File: src/sv/bti_pkg.sv
// ----------------------------------------------------------------------------
// bti_pkg - shared definitions for the breakpoint table interpolator
// Types, register indexes, field widths and the sequencer state encoding.
// ----------------------------------------------------------------------------
package bti_pkg;

	localparam int DEF_ENTRIES = 32;
	localparam int DEF_TABLES  = 3;

	localparam int XY_W    = 16;
	localparam int VALUE_W = 17;
	localparam int CFG_W   = 17;
	localparam int CNT_W   = 6;
	localparam int CIDX_W  = 3;
	localparam int SEL_W   = 2;
	localparam int EIDX_W  = 5;

	// configuration register indexes
	localparam logic [CIDX_W-1:0] CFG_MODEL_VALID     = 3'd0;
	localparam logic [CIDX_W-1:0] CFG_TORQUE_OVERRIDE = 3'd1;
	localparam logic [CIDX_W-1:0] CFG_MAG_COUNT       = 3'd2;
	localparam logic [CIDX_W-1:0] CFG_TIME_COUNT      = 3'd3;
	localparam logic [CIDX_W-1:0] CFG_TORQUE_COUNT    = 3'd4;

	localparam logic FUNC_LOOKUP = 1'b0;
	localparam logic FUNC_WRITE  = 1'b1;

	localparam logic [SEL_W-1:0] SEL_MAG    = 2'd0;
	localparam logic [SEL_W-1:0] SEL_TIME   = 2'd1;
	localparam logic [SEL_W-1:0] SEL_TORQUE = 2'd2;

	typedef enum logic [2:0] {
		ST_IDLE,
		ST_FIRST,
		ST_SCAN,
		ST_DIVGO,
		ST_DIVRUN,
		ST_OUT
	} state_t;

	typedef struct packed {
		logic            start;
		logic [XY_W-1:0] dy;
		logic [XY_W-1:0] dx;
		logic [XY_W-1:0] span;
	} div_req_t;

	typedef struct packed {
		logic            done;
		logic [XY_W-1:0] quot;
	} div_rsp_t;

endpackage

File: src/sv/bti_mem.sv
// ----------------------------------------------------------------------------
// bti_mem - breakpoint store
// One write port, one read port with registered read data.
// ----------------------------------------------------------------------------
module bti_mem #(
	parameter int DEPTH  = bti_pkg::DEF_TABLES * bti_pkg::DEF_ENTRIES,
	parameter int ADDR_W = $clog2(DEPTH)
) (
	input  logic                           clk,
	input  logic                           we,
	input  logic [ADDR_W-1:0]              waddr,
	input  logic [2*bti_pkg::XY_W-1:0]     wdata,
	input  logic [ADDR_W-1:0]              raddr,
	output logic [2*bti_pkg::XY_W-1:0]     rdata
);

	logic [2*bti_pkg::XY_W-1:0] mem [DEPTH];

	always_ff @(posedge clk) begin
		if (we) begin
			mem[waddr] <= wdata;
		end
		rdata <= mem[raddr];
	end

endmodule

File: src/sv/bti_div.sv
// ----------------------------------------------------------------------------
// bti_div - scaled segment quotient
// Computes (dy * dx) / span: the product is registered on start, then one
// restoring step a cycle. Requires dx < span, so the quotient fits in 16 bits.
// ----------------------------------------------------------------------------
module bti_div (
	input  logic                clk,
	input  logic                arst_n,
	input  bti_pkg::div_req_t   req,
	output bti_pkg::div_rsp_t   rsp
);

	localparam int W = bti_pkg::XY_W;

	logic [2*W-1:0]       prod;
	logic [W-1:0]         rem_q;
	logic [W-1:0]         low_q;
	logic [W-1:0]         span_q;
	logic [$clog2(W):0]   cnt_q;
	logic                 busy_q;
	logic [W:0]           trial;
	logic                 fits;

	assign prod  = req.dy * req.dx;
	assign trial = {rem_q, low_q[W-1]};
	assign fits  = trial >= {1'b0, span_q};

	always_ff @(posedge clk or negedge arst_n) begin
		if (!arst_n) begin
			busy_q <= 1'b0;
			cnt_q  <= '0;
		end else if (req.start) begin
			busy_q <= 1'b1;
			cnt_q  <= ($clog2(W)+1)'(W);
		end else if (busy_q) begin
			cnt_q <= cnt_q - 1'b1;
			if (cnt_q == ($clog2(W)+1)'(1)) begin
				busy_q <= 1'b0;
			end
		end
	end

	always_ff @(posedge clk) begin
		if (req.start) begin
			rem_q  <= prod[2*W-1:W];
			low_q  <= prod[W-1:0];
			span_q <= req.span;
		end else if (busy_q) begin
			rem_q <= fits ? W'(trial - {1'b0, span_q}) : trial[W-1:0];
			low_q <= {low_q[W-2:0], fits};
		end
	end

	// done on the final step (counter at one); the last quotient bit is combinational
	assign rsp.done = busy_q && (cnt_q == ($clog2(W)+1)'(1));
	assign rsp.quot = {low_q[W-2:0], fits};

endmodule

File: src/sv/breakpoint_table_interpolator.sv
// ----------------------------------------------------------------------------
// breakpoint_table_interpolator - piecewise-linear breakpoint tables
// Holds several (x, y) tables; loads entries and returns interpolated values.
// ----------------------------------------------------------------------------
// Usage:
//   Request channel (req_valid / req_stall) carries one transaction: func
//   selects an entry write or a lookup of table_sel at query_x. Each request
//   gives exactly one response on rsp_valid / rsp_stall carrying value
//   (zero for writes).
//   A write, a lookup on an unused table, an override or a lookup with no
//   model answers on the cycle after acceptance. A real lookup scans the
//   table one breakpoint a cycle through the single store read port (up to
//   the breakpoint count) and then runs a multiply and restoring divide
//   for the segment quotient.
//   One request is in flight at a time; req_stall is high from acceptance
//   until the response is taken, and the next request can be taken in the
//   cycle after that.
//   Reset clears the sequencer and configuration (no model, no override,
//   counts of one); the table store is not cleared and must be written
//   before it is read. A stalled response holds its value until taken.
//   The user must write configuration via cfg_we / cfg_index / cfg_data
//   only while no request is in flight; the block does not enforce this.
// ----------------------------------------------------------------------------
module breakpoint_table_interpolator #(
	parameter int ENTRIES = bti_pkg::DEF_ENTRIES,
	parameter int TABLES  = bti_pkg::DEF_TABLES
) (
	input  logic                          clk,
	input  logic                          arst_n,
	input  logic                          cfg_we,
	input  logic [bti_pkg::CIDX_W-1:0]    cfg_index,
	input  logic [bti_pkg::CFG_W-1:0]     cfg_data,
	input  logic                          req_valid,
	output logic                          req_stall,
	input  logic                          func,
	input  logic [bti_pkg::SEL_W-1:0]     table_sel,
	input  logic [bti_pkg::EIDX_W-1:0]    entry_index,
	input  logic [bti_pkg::XY_W-1:0]      entry_x,
	input  logic [bti_pkg::XY_W-1:0]      entry_y,
	input  logic [bti_pkg::XY_W-1:0]      query_x,
	output logic                          rsp_valid,
	input  logic                          rsp_stall,
	output logic [bti_pkg::VALUE_W-1:0]   value
);

	localparam int W      = bti_pkg::XY_W;
	localparam int VW     = bti_pkg::VALUE_W;
	localparam int DEPTH  = TABLES * ENTRIES;
	localparam int ADDR_W = $clog2(DEPTH);
	localparam int WIDE_W = ADDR_W + 3;
	localparam int IDX_W  = $clog2(ENTRIES);
	localparam int N_W    = $clog2(ENTRIES + 1);

	bti_pkg::state_t state_q, state_d;

	// configuration
	logic                      model_valid_q;
	logic [VW-1:0]             torque_override_q;
	logic [bti_pkg::CNT_W-1:0] mag_count_q, time_count_q, torque_count_q;

	// transaction context
	logic [W-1:0]      x_q;
	logic [N_W-1:0]    n_q, n_d;
	logic [N_W-1:0]    idx_q, idx_d;
	logic [ADDR_W-1:0] base_q, base_d;
	logic              torque_q;
	logic [W-1:0]      prev_x_q, prev_y_q;
	logic [W-1:0]      y0_q, dy_q, dx_q, span_q;
	logic              neg_q;
	logic [VW-1:0]     value_q, value_d;

	// request decode
	logic                      accept;
	logic                      sel_ok;
	logic                      is_torque;
	logic                      short_path;
	logic [VW-1:0]             short_value;
	logic [bti_pkg::CNT_W-1:0] count_sel;
	logic [bti_pkg::CNT_W:0]   count_ext;
	logic [WIDE_W-1:0]         waddr_full;
	logic [WIDE_W-1:0]         base_full;
	logic                      mem_we;

	// scan datapath
	logic [2*W-1:0]    rd_data;
	logic [W-1:0]      rd_x, rd_y;
	logic [ADDR_W-1:0] rd_addr;
	logic              below_first;
	logic              in_seg;
	logic              last_entry;
	logic [VW-1:0]     clamp_value;
	logic              load_seg;
	logic              load_prev;

	bti_pkg::div_req_t div_req;
	bti_pkg::div_rsp_t div_rsp;

	assign accept = req_valid && !req_stall;
	assign sel_ok = {1'b0, table_sel} < (bti_pkg::SEL_W+1)'(TABLES);
	assign is_torque = table_sel == bti_pkg::SEL_TORQUE;

	always_comb begin
		case (table_sel)
			bti_pkg::SEL_MAG:  count_sel = mag_count_q;
			bti_pkg::SEL_TIME: count_sel = time_count_q;
			default:           count_sel = torque_count_q;
		endcase
	end

	// a count of zero acts as one, above the table size as the table size
	assign count_ext = {1'b0, count_sel};
	always_comb begin
		if (count_ext == '0) begin
			n_d = N_W'(1);
		end else if (count_ext > (bti_pkg::CNT_W+1)'(ENTRIES)) begin
			n_d = N_W'(ENTRIES);
		end else begin
			n_d = N_W'(count_ext);
		end
	end

	// answers that need no table read
	always_comb begin
		short_path  = 1'b1;
		short_value = '0;
		if (func == bti_pkg::FUNC_WRITE || !sel_ok) begin
			short_value = '0;
		end else if (is_torque && torque_override_q != '0) begin
			short_value = torque_override_q;
		end else if (!model_valid_q) begin
			short_value = is_torque ? VW'(0) : VW'(1);
		end else begin
			short_path = 1'b0;
		end
	end

	assign base_full  = WIDE_W'(table_sel) * WIDE_W'(ENTRIES);
	assign waddr_full = base_full + WIDE_W'(entry_index);
	assign mem_we     = accept && func == bti_pkg::FUNC_WRITE && sel_ok &&
		({2'b00, entry_index} < (bti_pkg::EIDX_W+2)'(ENTRIES));

	assign rd_x = rd_data[2*W-1:W];
	assign rd_y = rd_data[W-1:0];

	assign below_first = x_q < rd_x;
	assign in_seg      = x_q >= prev_x_q && x_q < rd_x;
	assign last_entry  = (idx_q + 1'b1) == n_q;
	assign clamp_value = torque_q ? {rd_y, 1'b0} : {1'b0, rd_y};

	// next state
	always_comb begin
		state_d = state_q;
		case (state_q)
			bti_pkg::ST_IDLE: begin
				if (accept) begin
					state_d = short_path ? bti_pkg::ST_OUT : bti_pkg::ST_FIRST;
				end
			end
			bti_pkg::ST_FIRST: begin
				if (below_first || n_q == N_W'(1)) begin
					state_d = bti_pkg::ST_OUT;
				end else begin
					state_d = bti_pkg::ST_SCAN;
				end
			end
			bti_pkg::ST_SCAN: begin
				if (in_seg) begin
					state_d = bti_pkg::ST_DIVGO;
				end else if (last_entry) begin
					state_d = bti_pkg::ST_OUT;
				end
			end
			bti_pkg::ST_DIVGO: begin
				state_d = bti_pkg::ST_DIVRUN;
			end
			bti_pkg::ST_DIVRUN: begin
				if (div_rsp.done) begin
					state_d = bti_pkg::ST_OUT;
				end
			end
			bti_pkg::ST_OUT: begin
				if (!rsp_stall) begin
					state_d = bti_pkg::ST_IDLE;
				end
			end
			default: state_d = bti_pkg::ST_IDLE;
		endcase
	end

	// datapath controls; read data always belongs to entry idx_q
	always_comb begin
		idx_d     = idx_q;
		base_d    = base_q;
		value_d   = value_q;
		load_seg  = 1'b0;
		load_prev = 1'b0;
		case (state_q)
			bti_pkg::ST_IDLE: begin
				idx_d   = '0;
				base_d  = base_full[ADDR_W-1:0];
				value_d = short_value;
			end
			bti_pkg::ST_FIRST: begin
				load_prev = 1'b1;
				idx_d     = N_W'(1);
				value_d   = below_first ? {1'b0, rd_y} : clamp_value;
			end
			bti_pkg::ST_SCAN: begin
				value_d = clamp_value;
				if (in_seg) begin
					load_seg = 1'b1;
				end else if (!last_entry) begin
					load_prev = 1'b1;
					idx_d     = idx_q + 1'b1;
				end
			end
			bti_pkg::ST_DIVRUN: begin
				value_d = neg_q ? VW'({1'b0, y0_q} - {1'b0, div_rsp.quot}) :
					VW'({1'b0, y0_q} + {1'b0, div_rsp.quot});
			end
			default: begin
				value_d = value_q;
			end
		endcase
	end

	assign rd_addr = base_d + ADDR_W'(idx_d[IDX_W-1:0]);

	always_ff @(posedge clk or negedge arst_n) begin
		if (!arst_n) begin
			state_q <= bti_pkg::ST_IDLE;
		end else begin
			state_q <= state_d;
		end
	end

	always_ff @(posedge clk or negedge arst_n) begin
		if (!arst_n) begin
			model_valid_q     <= 1'b0;
			torque_override_q <= '0;
			mag_count_q       <= bti_pkg::CNT_W'(1);
			time_count_q      <= bti_pkg::CNT_W'(1);
			torque_count_q    <= bti_pkg::CNT_W'(1);
		end else if (cfg_we) begin
			case (cfg_index)
				bti_pkg::CFG_MODEL_VALID:     model_valid_q     <= cfg_data[0];
				bti_pkg::CFG_TORQUE_OVERRIDE: torque_override_q <= cfg_data;
				bti_pkg::CFG_MAG_COUNT:       mag_count_q  <= cfg_data[bti_pkg::CNT_W-1:0];
				bti_pkg::CFG_TIME_COUNT:      time_count_q <= cfg_data[bti_pkg::CNT_W-1:0];
				bti_pkg::CFG_TORQUE_COUNT:    torque_count_q <= cfg_data[bti_pkg::CNT_W-1:0];
				default: ;
			endcase
		end
	end

	always_ff @(posedge clk) begin
		idx_q   <= idx_d;
		base_q  <= base_d;
		value_q <= value_d;
		if (accept) begin
			x_q      <= query_x;
			n_q      <= n_d;
			torque_q <= is_torque;
		end
		if (load_prev) begin
			prev_x_q <= rd_x;
			prev_y_q <= rd_y;
		end
		if (load_seg) begin
			y0_q   <= prev_y_q;
			neg_q  <= rd_y < prev_y_q;
			dy_q   <= (rd_y < prev_y_q) ? prev_y_q - rd_y : rd_y - prev_y_q;
			dx_q   <= x_q - prev_x_q;
			span_q <= rd_x - prev_x_q;
		end
	end

	bti_mem #(
		.DEPTH (DEPTH),
		.ADDR_W(ADDR_W)
	) u_mem (
		.clk  (clk),
		.we   (mem_we),
		.waddr(waddr_full[ADDR_W-1:0]),
		.wdata({entry_x, entry_y}),
		.raddr(rd_addr),
		.rdata(rd_data)
	);

	assign div_req.start = state_q == bti_pkg::ST_DIVGO;
	assign div_req.dy    = dy_q;
	assign div_req.dx    = dx_q;
	assign div_req.span  = span_q;

	bti_div u_div (
		.clk   (clk),
		.arst_n(arst_n),
		.req   (div_req),
		.rsp   (div_rsp)
	);

	assign req_stall = state_q != bti_pkg::ST_IDLE;
	assign rsp_valid = state_q == bti_pkg::ST_OUT;
	assign value     = value_q;

	// a write transaction answers zero on the following cycle
	a_write_resp: assert property (@(posedge clk) disable iff (!arst_n)
		accept && func == bti_pkg::FUNC_WRITE |=> rsp_valid && value == '0)
		else $error("write transaction did not answer zero");

	// divider completion only while the sequencer waits for it
	a_div_done: assert property (@(posedge clk) disable iff (!arst_n)
		div_rsp.done |-> state_q == bti_pkg::ST_DIVRUN)
		else $error("divider finished outside its wait state");

	// the scan never passes the last used breakpoint
	a_scan_bound: assert property (@(posedge clk) disable iff (!arst_n)
		state_q == bti_pkg::ST_SCAN |-> idx_q < n_q && idx_q != '0)
		else $error("breakpoint scan out of range");

	// a pending response holds off the next request
	a_one_inflight: assert property (@(posedge clk) disable iff (!arst_n)
		rsp_valid |-> req_stall)
		else $error("request accepted while response pending");

endmodule
File: config.mk
export PLATFORM = sky130hd
export DESIGN_NAME = breakpoint_table_interpolator
export DESIGN_NICKNAME = d
export VERILOG_FILES = /design/src/sv/bti_pkg.sv /design/src/sv/bti_mem.sv /design/src/sv/bti_div.sv /design/src/sv/breakpoint_table_interpolator.sv
export SDC_FILE = /design/constraint.sdc
export NUM_CORES = 2
export LEC_CHECK = 0
export ABC_CLOCK_PERIOD_IN_PS = 9870
export BUFFER_PORTS_ARGS = -buffer_cell sky130_fd_sc_hd__buf_2
export CAP_MARGIN = 10
export CORE_ASPECT_RATIO = 0.5
export CORE_MARGIN = 2
export CORE_UTILIZATION = 40
export CTS_CLUSTER_SIZE = 12
export DETAILED_ROUTE_END_ITERATION = 12
export GPL_TIMING_DRIVEN = 0
export SYNTH_ARGS = -nofsm -noshare
export SYNTH_HDL_FRONTEND = slang
export SYNTH_SLANG_ARGS = --single-unit
File: constraint.sdc
create_clock -name clk -period 9.87 [get_ports clk]
set_clock_uncertainty 0.05 [all_clocks]
set_input_delay 0 -clock clk [delete_from_list [all_inputs] [get_ports clk]]
set_output_delay 0 -clock clk [all_outputs]
set_load 0.02 [all_outputs]
* Word-level counts from Yosys, hierarchy flattened
Memories as Yosys holds them, arrays and structs flattened. A register that Yosys moved wholly into a read port is not among the register bits. Index checks and enable logic that the tools add are counted.
Cells by class: add/subtract/negate cells 11, $mul 1, div/mod/pow operators 0, $lt $le $gt $ge 6, eq/ne operators 20, shifts and indexed selects 0, mux-type cells 43, bitwise logic cells 0, reductions and logical operators 27
Operator list (number):
- $mux W16 | 6
- $mux W17 | 5
- $sub A16 B16 Y16 | 5
- $pmux W17 S4 | 1
- $lt A16 B16 Y1 | 2
- $mul A16 B16 Y32 | 1
- $mux W3 | 7
- $mux W6 | 3
- $pmux W3 S6 | 1
- $pmux W6 S3 | 1
- $add A16 B16 Y17 | 1
- $ge A17 B16 Y1 | 1
- $reduce_bool A17 Y1 | 1
- $sub A16 B16 Y17 | 1
- $ge A16 B16 Y1 | 1
- $add A7 B5 Y7 | 2
- $mux W1 | 14
- $eq A3 B2 Y1 const B | 4
- $pmux W6 S2 | 1
- $mux W5 | 2
- $ne A2 B2 Y1 const B | 5
- $reduce_and A2 Y1 | 5
- $eq A3 B3 Y1 const B | 3
- $logic_not A7 Y1 | 1
- other kinds (24) | 34
Word-level totals: register bits 243, latch bits 0, bits in writable memories 3072, bits in read-only memories 0, bits of input ports 81, output and inout port bits 19, logic and storage cells 135, memories 1
Memory list:
- u_mem.mem | words 96, bits a word 32, rd ports 1, clocked after memory_dff 1, wr ports 1, RTL line bti_mem.sv:17 | logic [2*bti_pkg::XY_W-1:0] mem [DEPTH];

* Depth between registers and ports, before layout
word-level depth 7, gate-level depth with buffers 24, mapped depth without buffers 22

* Hierarchy
Synthesis repeated with hierarchy kept, for this count alone.
Unflattened totals: cells, all modules 7642, area, all modules 141638.3 um2
Modules (own cells, without submodules):
- bti_mem | instances 1, cells each 5279, area each 118304.7 um2, seq. area each 92889.1 um2
- breakpoint_table_interpolator | instances 1, cells each 1114, area each 11728.7 um2, seq. area each 5363.9 um2
- bti_div | instances 1, cells each 1249, area each 11604.9 um2, seq. area each 1591.5 um2

* Least setup slack after synthesis
No wires, ideal clock.
path type register to register, start register x_q[5], end register dx_q[0], enable pin, data arrival time 6331 ps, data required time 9252 ps, slack 2922 ps, cell stages (with the launch flop) 9, path buffers 1, period minus slack after synthesis 6948 ps, cells stage by stage edfxtp_1 > ha_1 > a21o_1 > a21o_1 > a2111oi_0 > o31a_1 > o31ai_1 > clkbuf_1 > nor3_1
Between the ends: longest elaborated chain between the ends 4, elaborated cells on any way between the ends 5, those cells by class order compare: 2; mux: 2; reduce/logical: 1
Ends and longest elaborated chain:
- from (decl) | RTL line breakpoint_table_interpolator.sv:62 | logic [W-1:0] x_q;
- from (signal assigned) | RTL line breakpoint_table_interpolator.sv:261 | x_q <= query_x;
- $ge A16 B16 Y1 or $lt A16 B16 Y1 (tied branches) | RTL line breakpoint_table_interpolator.sv:146 | assign in_seg = x_q >= prev_x_q && x_q < rd_x;
- $logic_and A1 B1 Y1 * | RTL line breakpoint_table_interpolator.sv:146
- $mux W1 * | RTL line breakpoint_table_interpolator.sv:210 | if (in_seg) begin
- $mux W1 * | RTL line breakpoint_table_interpolator.sv:197 | case (state_q)
- net load_seg | RTL line breakpoint_table_interpolator.sv:92 | logic load_seg;
- to (signal assigned) | RTL line breakpoint_table_interpolator.sv:273 | dx_q <= x_q - prev_x_q;
- to (decl) | RTL line breakpoint_table_interpolator.sv:68 | logic [W-1:0] y0_q, dy_q, dx_q, span_q;
Mark *: on every way through the listed nets, which the timed path passes. The rest lies on a longest branch. A chain may end at the register's enable or synchronous reset.

* Final worst setup path
start register u_mem.rdata[17] (netlist bit), read port of u_mem.mem, end register u_mem.rdata[15] (netlist bit), read port of u_mem.mem
Between the ends: longest elaborated chain between the ends 5
Ends and longest elaborated chain:
- from (decl) | RTL line bti_mem.sv:14 | output logic [2*bti_pkg::XY_W-1:0] rdata
- $lt A16 B16 Y1 | RTL line breakpoint_table_interpolator.sv:146
- $logic_and A1 B1 Y1 | RTL line breakpoint_table_interpolator.sv:146
- $mux W6 | RTL line breakpoint_table_interpolator.sv:210
- $pmux W6 S3 | RTL line breakpoint_table_interpolator.sv:197
- net idx_d[1] | RTL line breakpoint_table_interpolator.sv:64 | logic [N_W-1:0] idx_q, idx_d;
- $add A7 B5 Y7 | RTL line breakpoint_table_interpolator.sv:227 | assign rd_addr = base_d + ADDR_W'(idx_d[IDX_W-1:0]);
The timed path passes the listed nets, and every way through them passes these cells. The select of a mux whose other input is x is not followed.

==> flow_metrics.py <==
metrics = {
    "outcome": {
        "status": "completed",
    },
    "cts": {
        "worstSkewPairLatency_ns": 0.89,
        "post_cts_resized": 0,
        "numCtsBuffers": 333,
        "cts.clk_slew.worst_paths_ns": 0.06,
        "cts_sinks": 3347,
        "clockRootBuffer": "clkbuf_16",
        "clk_path_buf_depth": 4,
        "cts_tree": "built",
        "htree_levels": 5,
    },
    "floorplanning": {
        "std_cell_rows": 153,
        "die_area_sq_um": 356000,
        "die_height_microns": 423,
        "ios": 100,
        "die_w_microns": 842,
        "core_sq_um": 349000,
        "start_util": 0.403,
    },
    "sta": {
        "finalSetupViolCount": 0,
        "hold_viol": 0,
        "tightest_slew_ns": 1.32,
        "fin_crit_ns": 9.07,
        "max_freq_ghz": 0.110,
        "slew_headroom": 0.110,
        "grt_setup_unrepaired": "false",
        "finalCritPeriodShare": 0.919,
        "setup_ws_ns": 0.795,
        "finalSetupTns_ns": 0,
        "slew_violations": 0,
    },
    "power": {
        "swShare": 0.333,
        "power_uw": 45100,
        "combPwrFrac": 0.378,
        "vdd_drop_max_mv": 0.229,
        "internal_power_uw": 30100,
        "p_sw_uw": 15000,
        "clockPowerShare": 0.256,
        "p_seq_frac": 0.366,
        "p_leak_uw": 0.0524,
        "powerDensity_nw_per_um2": 279,
    },
    "detailed_routing": {
        "detail-route-antenna-nets": 0,
        "dr.first_iter.drc_count": 9113,
        "drc": 0,
        "dr.pass1.iters": 7,
        "num_vias": 71300,
        "routed_wl_microns": 381000,
        "post_drt_wl_per_cell_microns": 30.7,
        "avgViaCountPerCell": 5.74,
    },
    "grt": {
        "grt_max_degree": 97,
        "grt_pass1_vias": 71800,
        "antenna_found_initial": 37,
        "grt_overflow": 0,
        "grt_use_total": 0.211,
        "grt_pass1_wl_microns": 540000,
    },
    "flow_run": {
        "drv_cap": 0,
    },
    "final_layout": {
        "area_growth_pct": 15.2,
        "regArea_sq_um": 99800,
        "final_nets": 8139,
        "multi_input_area_sq_um": 38800,
        "fillers": 28800,
        "final_area_sq_um": 162000,
        "drive_above_1_share": 0.242,
    },
    "placement": {
        "portBuffers": 98,
        "dp_hpwl_microns": 262000,
        "post-place-ws_ns": 0.854,
        "gp_congestion": 0.874,
        "dpl_cell_area_sq_um": 151000,
    },
    "synthesis": {
        "synthCells": 6917,
        "ys_top_cells_by_area": "edfxtp_1, mux4_2, fa_1, ha_1, inv_1",
        "synth_warnings": 0,
        "ys.flop_type": "edfxtp_1",
        "synth.most_common_cell": "edfxtp_1",
        "mappedNetlistArea_sq_um": 141000,
        "synth_nets": 7421,
        "synthArstFlopShare": 0.0134,
        "synth.yosys.seq_area_share": 0.711,
        "yosys.area.top_type": "edfxtp_1",
        "synthDistinctLibCells": 77,
        "synth_edf_count": 3258,
        "synth_top_area_frac": 0.696,
        "synth_common_cells": "edfxtp_1, mux4_2, inv_1, nand2_1, nor2_1",
        "synth.avg_cell_area_sq_um": 20.3,
        "ys_seq_elements": 3347,
    },
    "worst_setup_path": {
        "crit_type": "reg -> reg",
        "cp-start-kind": "register",
        "worstPathArrival_ns": 9.70,
        "worst-path-max-fanout": 10,
        "cp-end-kind": "register",
        "worstRegToRegCells": 19,
        "r2r_slack_ns": 0.80,
        "rr_endpoint": "u_mem.rdata[15]$_DFF_P_",
        "reg2reg_from": "u_mem.rdata[17]$_DFF_P_",
        "cp_data_required_time_ns": 10.50,
    },
    "min_path": {
        "min_to": "u_mem.mem[72][19]$_DFFE_PP_",
        "hp-start": "entry_x[3]",
        "whs_path_depth": 2,
        "hp-class": "in -> reg",
    },
}
-- cells by family after synthesis --
group	Yosys count	share of synthesized area
AO/OA/AOI/OAI	462	0.0209
adder cells (fa/ha/maj)	423	0.0484
XOR/XNOR	117	0.00729
AND/OR/NAND/NOR	818	0.0273
multiplexers	1097	0.167
buffers and inverters	653	0.0186
flip-flops	3347	0.711
-- what timing repair did --
item | 4_1_cts | 5_1_grt
hold buffers | 140 | 0
setup buffers | 0 | 0
hold endpoints to repair | 3372 | 0
-- layout by cell type (no fill, tap or decap), types with 18 or more instances in the layout --
cell type and instances:
o21ai_0 103, mux2i_1 64, a21oi_1 144, clkinv_1 21, fa_1 201, nor2_4 96, inv_1 336, nand2_1 265
clkbuf_1 271, a21o_1 41, xor2_1 35, o21a_1 28, nor2_1 132, nand3_1 35, mux2_2 41, buf_12 53
dlygate4sd3_1 139, dfrtp_1 42, buf_2 159, buf_16 79, a31oi_1 18, edfxtp_1 3258, and2_1 125, xnor2_1 81
dfxtp_1 44, nor3_1 41, clkbuf_16 348, ha_1 222, buf_4 38, mux4_2 992, nor2b_1 31
-- power groups by stage --
stage	sequential [uW]	combinational (uW)	clock, uW
finish	16500	17100	11500
global route	16500	18300	12200
CTS	16500	17100	11700
detailed placement	16800	17000	0
global placement	16800	16800	0
floorplan	16700	11400	0
-- metrics by stage --
| step | instances | hold WS (ns) | util |
|---|---|---|---|
| after CTS | 12400 | 0.0322 | 0.464 |
| final | 12400 | 0.0959 | 0.464 |
| after floorplan | 6917 | -0.346 | - |
| after global placement | 11700 | 0.135 | 0.421 |
| after global routing | 12400 | 0.0762 | 0.464 |
| after detailed placement | 11800 | 0.141 | 0.433 |
-- flip-flops by register name, summed over array words and instances (netlist names), 16 cells and up --
| name | count |
|---|---|
| u_div.span_q | 16 |
| torque_override_q | 17 |
| span_q | 16 |
| prev_x_q | 16 |
| dy_q | 16 |
| value | 17 |
| y0_q | 16 |
| u_div.rem_q | 16 |
| dx_q | 16 |
| u_mem.mem | 3072 |
| u_div.low_q | 16 |
| u_mem.rdata | 32 |
| prev_y_q | 16 |
| x_q | 16 |
-- worst max-delay path by stage --
stage	slack, ns	to	start
6_report	0.80	u_mem.rdata[15]$_DFF_P_	u_mem.rdata[17]$_DFF_P_
5_1_grt	0.60	u_mem.rdata[15]$_DFF_P_	u_mem.rdata[21]$_DFF_P_
4_1_cts	0.82	u_mem.rdata[15]$_DFF_P_	u_mem.rdata[17]$_DFF_P_
3_5_place_dp	0.85	u_mem.rdata[15]$_DFF_P_	u_mem.rdata[17]$_DFF_P_
3_3_place_gp	0.26	span_q[15]$_DFFE_PP_	u_mem.rdata[21]$_DFF_P_
2_1_floorplan	2.92	dx_q[0]$_DFFE_PP_	x_q[5]$_DFFE_PP_
-- per-layer routing --
metal,vias up,GRT usage,part of all wire
li1,29400,-,-
met1,38300,0.305,0.42
met2,3096,0.329,0.46
met3,514,0.0440,0.089
met4,12,0.0584,0.029
met5,-,0,0.00025
-- layout make-up --
class | instances | share of cell area
Inverter | 338 | 0.00784
Sequential cell | 3347 | 0.617
Tap cell | 4650 | 0.0360
Buffer | 315 | 0.00839
Clock buffer | 433 | 0.0562
Antenna cell | 8 | 0.000124
Clock inverter | 39 | 0.00153
Timing Repair Buffer | 383 | 0.0331
Multi-Input combinational cell | 2917 | 0.240
-- worst max-delay path: stages (launching register included) --
cell      delay (ns)
dfxtp_1         0.42
inv_1           0.12
ha_1            0.28
a21o_1          0.11
a211oi_1        0.11
o31a_1          0.31
o31ai_1         0.79
clkbuf_1        0.51
nor2_1          0.16
o22a_1          0.29
a22o_1          0.32
fa_1            0.79
buf_2           0.42
buf_1           0.98
clkbuf_1        0.88
clkbuf_1        0.61
mux4_2          0.43
mux4_2          0.55
mux2i_1         0.47
a21oi_1         0.25
Power figures use the tool's default switching activity.
